--- src/hdl/arlru_pkg.sv ---
// Shared types, constants and helpers for the adaptive ref-count LRU block.
// No dependencies; the other files that use it refer to it by scoped names.
package arlru_pkg;

  localparam int Sets   = 1024;
  localparam int Ways   = 8;
  localparam int SetW   = 10;
  localparam int WayW   = 3;
  localparam int CntW   = 24;
  localparam int StampW = 32;
  localparam int RefW   = 8;
  localparam int EntW   = RefW + StampW;
  localparam int RowW   = Ways * EntW;
  localparam int ThrW   = 5;
  localparam int RateW  = 16;
  localparam int DivCntW = 4;

  localparam logic [CntW-1:0]  CntMax   = {CntW{1'b1}};
  localparam logic [CntW-1:0]  WinReset = 24'd10000000;
  localparam logic [RateW-1:0] Rate099  = 16'd64881;
  localparam logic [RateW-1:0] RateMax  = {RateW{1'b1}};
  localparam logic [ThrW-1:0]  ThrCeil  = 5'd22;
  localparam logic [ThrW-1:0]  ThrStep  = 5'd4;
  localparam logic [ThrW-1:0]  ThrInit  = 5'd1;
  localparam logic [RefW-1:0]  RefMax   = {RefW{1'b1}};

  typedef enum logic [1:0] {
    OP_TOUCH  = 2'd0,
    OP_INSERT = 2'd1,
    OP_INVAL  = 2'd2,
    OP_VICTIM = 2'd3
  } op_e;

  typedef struct packed {
    op_e               op;
    logic [SetW-1:0]   set_idx;
    logic [WayW-1:0]   way;
    logic [StampW-1:0] now;
  } req_t;

  // queue head as seen by the back end
  typedef struct packed {
    logic valid;
    req_t req;
  } q_t;

  typedef enum logic [2:0] {
    ST_CLEAR,
    ST_IDLE,
    ST_EXEC,
    ST_SCAN,
    ST_DIV,
    ST_DONE
  } state_e;

  function automatic logic [CntW-1:0] sat_inc(input logic [CntW-1:0] v);
    return (v == CntMax) ? v : v + CntW'(1);
  endfunction

endpackage

--- src/hdl/arlru_req_if.sv ---
// Request channel interface: valid/ready plus the request payload.
// Depends on nothing.
interface arlru_req_if;
  logic        valid;
  logic        ready;
  logic [1:0]  opcode;
  logic [9:0]  set_index;
  logic [2:0]  way_index;
  logic [31:0] current_time;

  modport source (output valid, opcode, set_index, way_index, current_time, input ready);
  modport sink   (input valid, opcode, set_index, way_index, current_time, output ready);
endinterface

--- src/hdl/arlru_front.sv ---
// Front end: accepts request items, decodes the opcode and queues them.
// Depends on arlru_pkg and arlru_req_if.
module arlru_front (
  input  logic                 clk_i,
  input  logic                 rst_ni,
  arlru_req_if.sink            req_i,
  output arlru_pkg::q_t        q_o,
  input  logic                 pop_i
);

  arlru_pkg::req_t mem_q [2];
  logic            wptr_q, wptr_d, rptr_q, rptr_d;
  logic [1:0]      cnt_q, cnt_d;
  logic            push;
  arlru_pkg::req_t in_req;

  assign req_i.ready = (cnt_q != 2'd2);
  assign push        = req_i.valid && req_i.ready;

  always_comb begin
    in_req.op      = arlru_pkg::op_e'(req_i.opcode);
    in_req.set_idx = req_i.set_index;
    in_req.way     = req_i.way_index;
    in_req.now     = req_i.current_time;
  end

  always_comb begin
    wptr_d = push ? ~wptr_q : wptr_q;
    rptr_d = pop_i ? ~rptr_q : rptr_q;
    cnt_d  = cnt_q + {1'b0, push} - {1'b0, pop_i};
  end

  always_ff @(posedge clk_i or negedge rst_ni) begin
    if (!rst_ni) begin
      wptr_q <= 1'b0;
      rptr_q <= 1'b0;
      cnt_q  <= 2'd0;
    end else begin
      wptr_q <= wptr_d;
      rptr_q <= rptr_d;
      cnt_q  <= cnt_d;
    end
  end

  always_ff @(posedge clk_i) begin
    if (push) begin
      mem_q[wptr_q] <= in_req;
    end
  end

  assign q_o.valid = (cnt_q != 2'd0);
  assign q_o.req   = mem_q[rptr_q];

  a_no_pop_empty: assert property (@(posedge clk_i) disable iff (!rst_ni)
    pop_i |-> cnt_q != 2'd0) else $error("pop from empty queue");
  a_cnt_track: assert property (@(posedge clk_i) disable iff (!rst_ni)
    (push && !pop_i) |=> cnt_q == $past(cnt_q) + 2'd1) else $error("queue count slip");
  a_cnt_max: assert property (@(posedge clk_i) disable iff (!rst_ni)
    cnt_q != 2'd3) else $error("queue overfilled");

endmodule

--- src/flat_wrapper.sv ---
// flat-port wrapper written by rule: the top's interface ports become plain ports
module arlru_front_flat 
  (clk_i, rst_ni, q_o, pop_i, req_i_valid, req_i_opcode, req_i_set_index, req_i_way_index, req_i_current_time, req_i_ready);
  arlru_req_if req_i_i ();
  input  logic clk_i;
  input  logic rst_ni;
  output arlru_pkg::q_t q_o;
  input  logic pop_i;
  input wire logic [$bits(req_i_i.valid)-1:0] req_i_valid;
  input wire logic [$bits(req_i_i.opcode)-1:0] req_i_opcode;
  input wire logic [$bits(req_i_i.set_index)-1:0] req_i_set_index;
  input wire logic [$bits(req_i_i.way_index)-1:0] req_i_way_index;
  input wire logic [$bits(req_i_i.current_time)-1:0] req_i_current_time;
  output wire logic [$bits(req_i_i.ready)-1:0] req_i_ready;
  assign req_i_i.valid = req_i_valid;
  assign req_i_i.opcode = req_i_opcode;
  assign req_i_i.set_index = req_i_set_index;
  assign req_i_i.way_index = req_i_way_index;
  assign req_i_i.current_time = req_i_current_time;
  assign req_i_ready = req_i_i.ready;
  arlru_front u_core (.clk_i(clk_i), .rst_ni(rst_ni), .req_i(req_i_i), .q_o(q_o), .pop_i(pop_i));
endmodule
--- config.mk ---
export PLATFORM = sky130hd
export DESIGN_NAME = arlru_front_flat
export DESIGN_NICKNAME = d
export VERILOG_FILES = /design/src/hdl/arlru_pkg.sv /design/src/hdl/arlru_req_if.sv /design/src/hdl/arlru_front.sv /design/src/flat_wrapper.sv
export SDC_FILE = /design/constraint.sdc
export NUM_CORES = 1
export LEC_CHECK = 0
export BUFFER_PORTS_ARGS = -buffer_cell sky130_fd_sc_hd__buf_2
export CAP_MARGIN = 0
export CORE_MARGIN = 2
export CORE_UTILIZATION = 44
export DETAILED_ROUTE_END_ITERATION = 7
export PLACE_DENSITY = 0.68
export SKIP_CTS_REPAIR_TIMING = 1
export SLEW_MARGIN = 20
export SYNTH_ARGS = -nofsm -noshare
export SYNTH_HDL_FRONTEND = slang
export SYNTH_SLANG_ARGS = --single-unit
--- constraint.sdc ---
create_clock -name clk_i -period 4.4 [get_ports clk_i]
set_input_delay 0.66 -clock clk_i [delete_from_list [all_inputs] [get_ports clk_i]]
set_output_delay 0.66 -clock clk_i [all_outputs]
set_load 0.1 [all_outputs]
[Yosys cells after proc, flatten, opt, wreduce, memory -nomap -nowiden]
Memory sizes are Yosys's and may differ from the RTL's.
Index checks and enable logic that the tools add are counted.
Word-level totals
  ROM bits: 0
  bits in latches: 0
  memories: 1
  output and inout port bits: 49
  input bits: 51
  bits in writable memories: 94
  flip-flop bits (word level): 4
  word-level logic and storage cells: 13
Memory list
  u_core.mem_q: depth 2, width 47, rd ports 1, clocked after memory_dff 0, wr ports 1, RTL line arlru_front.sv:11  | arlru_pkg::req_t mem_q [2];
Operators by class
  equality and inequality tests: 1
  reductions and logical operators: 2
  $lt $le $gt $ge: 0
  div/mod/pow operators: 0
  multipliers: 0
  bitwise operators: 2
  shift operators: 0
  $add $sub $neg: 2
  muxes and demuxes: 2
Operators with widths (count)
  2-bit by 1-bit adder with 2-bit output: 1
  1-bit 2-to-1 mux: 2
  2-bit inequality test (second input constant): 1
  1-bit inverter: 2
  2-bit nonzero test: 1
  2-bit by 1-bit subtractor with 2-bit output: 1
  1-bit logical AND: 1

[Depth between registers and ports, before layout]
  word-level depth: 4
  depth in mapped cells: 5
  mapped depth without buffers: 5

[Least setup slack after synthesis]
Ideal clock, no wire load.
  path type: register to register
  start point: register u_core.cnt_q[0]
  end point: memory u_core.mem_q[0][0] (netlist bit) (enable)
  clock period less this slack: 3899 ps
  slack: 501 ps
  stages on the path, launching flop included: 4
  buffers on the path: 0
  library setup time: 452 ps
  required time: 3948 ps
  arrival: 3448 ps
  path through: dfrtp_1 nand2b_1 nand2_1 nor2_1
On the way
  longest elaborated chain between the ends: 4
Ends and longest elaborated chain
  from (decl): RTL line arlru_front.sv:13  | logic [1:0] cnt_q, cnt_d;
  from (signal assigned): RTL line arlru_front.sv:41  | cnt_q <= cnt_d;
  2-bit inequality test: RTL line arlru_front.sv:17  | assign req_i.ready = (cnt_q != 2'd2);
  named net req_i_ready: RTL line flat_wrapper.sv:14  | output wire logic [$bits(req_i_i.ready)-1:0] req_i_ready;
  1-bit logical AND: RTL line arlru_front.sv:18  | assign push = req_i.valid && req_i.ready;
  1-bit 2-to-1 mux: RTL line arlru_front.sv:46  | if (push) begin
  1-bit 2-to-1 mux (implied by the code): RTL line arlru_front.sv:47  | mem_q[wptr_q] <= in_req;
  to (decl): RTL line arlru_front.sv:11
The timed path passes the listed nets, and every way through them passes these cells.

==> flow_summary.json <==
{
  "cts_buffer_depth": 2,
  "avgRoutedWirePerCell_um": 15.7,
  "crit_chain": "buf_4, mux2_4, buf_2",
  "path_clk_slew_ns": 0.08,
  "cts_tree": "done",
  "path_class": "register to output pin",
  "antenna_cells": 0,
  "fin_skew_ns": 0.00841,
  "core.rowCount": 33,
  "yosysWarnings": 0,
  "clockRootBuffer": "clkbuf_8",
  "syn-instance-count": 164,
  "rrSetupSlack_ns": 2.38,
  "grt_max_degree": 48,
  "maxSlewViolCount": 0,
  "multi_input_area_um2": 711,
  "critPathRequiredTime_ns": 3.74,
  "syn-num-nets": 216,
  "synth.most_common_cell": "edfxtp_1",
  "max_stage_delay_ns": 0.96,
  "hpwlAfterDp_um": 4020,
  "ys.flop_type": "edfxtp_1",
  "synth_seq_cells": 98,
  "first_iter_violations": 60,
  "path_delay_family": "flip-flops",
  "vias": 1785,
  "core_area_mm2": 0.00813,
  "fillers": 671,
  "max_freq_mhz": 334,
  "cp-start-kind": "register",
  "avgSynthCellArea_um2": 22.4,
  "fin_crit_ns": 2.99,
  "cpMaxStageDelayCell": "dfrtp_2",
  "clkLatencyLatePin_ns": 0.35,
  "drv_cap": 0,
  "dieHeight_um": 95.3,
  "place.gp.congestion": 0.699,
  "vias_per_cell": 4.69,
  "start_util_pct": 45.1,
  "synthTopCellsByArea": "edfxtp_1 (77%), mux2_2 (8.3%), mux2_4 (8.2%), dfrtp_1 (2.7%), buf_6 (0.92%)",
  "async_reset_ff_share_pct": 4.08,
  "cp_max_fo": 36,
  "antenna_left": 0,
  "fin_crit_sh_pct": 68.0,
  "yosysTopAreaCell": "edfxtp_1",
  "drive_above_1_share_pct": 59.4,
  "hold_class": "input port to asynchronous set/reset pin",
  "final_nets": 323,
  "rsz0062_at_grt": "no",
  "htree_levels": 3,
  "die-area_mm2": 0.00908,
  "ys_seq_area_share_pct": 79.7,
  "grt_pass1_wl_um": 9020,
  "synth_edf_count": 94,
  "cts_buffers": 9,
  "grt.overflow.total": 0,
  "ff_latch_area_mm2": 0.00292,
  "grt_pass1_vias": 1887,
  "cp_num_buf_inv": 2,
  "drc_errors": 0,
  "synth_top_area_share_pct": 76.9,
  "mappedNetlistArea_mm2": 0.00367,
  "areaGrowthSynthToFinish_pct": 21.6,
  "numClockSinks": 98,
  "grt_usage_pct": 13.7,
  "tns_ns": 0,
  "endpoint_kind": "output pin",
  "synth_cell_types": 17,
  "relSlewSlack_pct": 40.0,
  "worst_pin_slew_ns": 0.900,
  "ioPinCount": 100,
  "die_w_um": 95.3,
  "hold_viol": 0,
  "ys_top_cells_by_count": "edfxtp_1 (94), mux2_2 (27), mux2_4 (20)",
  "setup_viol": 0,
  "status": "finished, final reports clean",
  "antenna_found_initial": 0,
  "cp.arrival_ns": 2.33,
  "routed_wirelength_um": 5980,
  "io_buffers": 99,
  "first_pass_iters": 4
}
[state kept, by name, indices dropped and copies added (netlist names)]
| name | flops |
|---|---|
| u_core.rptr_q | 1 |
| u_core.cnt_q | 2 |
| u_core.wptr_q | 1 |
| u_core.mem_q | 94 |
[through the flow]
stage	instances	hold slack, ns	area, µm²	utilization [%]	setup WS (ns)
finish	381	0.109	4460	54.8	1.41
global placement	365	0.472	4280	52.6	1.75
floorplan	164	0.364	3670	-	0.501
detailed placement	365	0.474	4280	52.6	1.73
CTS	381	0.0854	4460	54.8	1.34
global route	381	0.0806	4460	54.8	1.27
[cell families (layout without fill, tap and decap cells)]
logic type,after synthesis,in the layout,share of synthesized area [%]
flip-flops,98,98,79.7
multiplexers,48,48,16.7
AND/OR/NAND/NOR,7,7,0.990
adder cells (fa/ha/maj),1,1,0.341
XOR/XNOR,4,4,0.955
buffers and inverters,6,118,1.30
[path summary, 6_finish.rpt]
check,startpoint,end,depth (start not counted)
min,rst_ni,u_core.cnt_q[0],1
max,u_core.rptr_q,q_o[30],3
min reg2reg,u_core.wptr_q,u_core.wptr_q,1
max reg2reg,u_core.cnt_q[1],u_core.mem_q[0][6],4
max in group asynchronous,rst_ni,u_core.rptr_q,1
min in group clk_i,req_i_current_time[17],u_core.mem_q[1][17],1
[worst reg2reg max path, stage by stage, from the launching register on]
cell      delay, ns
dfrtp_1        0.41
nand2b_1       0.12
nand2_1        0.15
nor2_4         0.55
buf_4          0.46
[metal layers]
layer  global-route usage, %  part of all wire, %
met5                       0                    0
met4                    7.37                  2.3
met3                    3.24                  4.9
met2                    23.1                   52
met1                    16.1                   41
[cells in the final DEF, fill, tap and decap left out]
cell type	count
and3_4	1
buf_2	99
buf_4	2
bufinv_16	1
clkbuf_1	4
clkbuf_8	9
clkinv_2	2
dfrtp_1	3
dfrtp_2	1
edfxtp_1	94
ha_1	1
inv_1	1
mux2_2	27
mux2_4	20
mux2i_1	1
nand2_1	2
nand2b_1	1
nor2_4	1
nor2b_1	1
or2_2	1
xnor2_1	2
xor2_1	2
[layout make-up]
class | count | share of cell area (%)
flip-flops and latches | 98 | 65.6
multi-input cells | 60 | 15.9
repair buffers | 101 | 11.4
clock buffers | 13 | 3.11
well taps | 105 | 2.95
clock inverters | 3 | 0.898
inverters | 1 | 0.0842
Power is not shown: default switching activity piles up to over one toggle a cycle in this logic, so the estimate is an artifact.
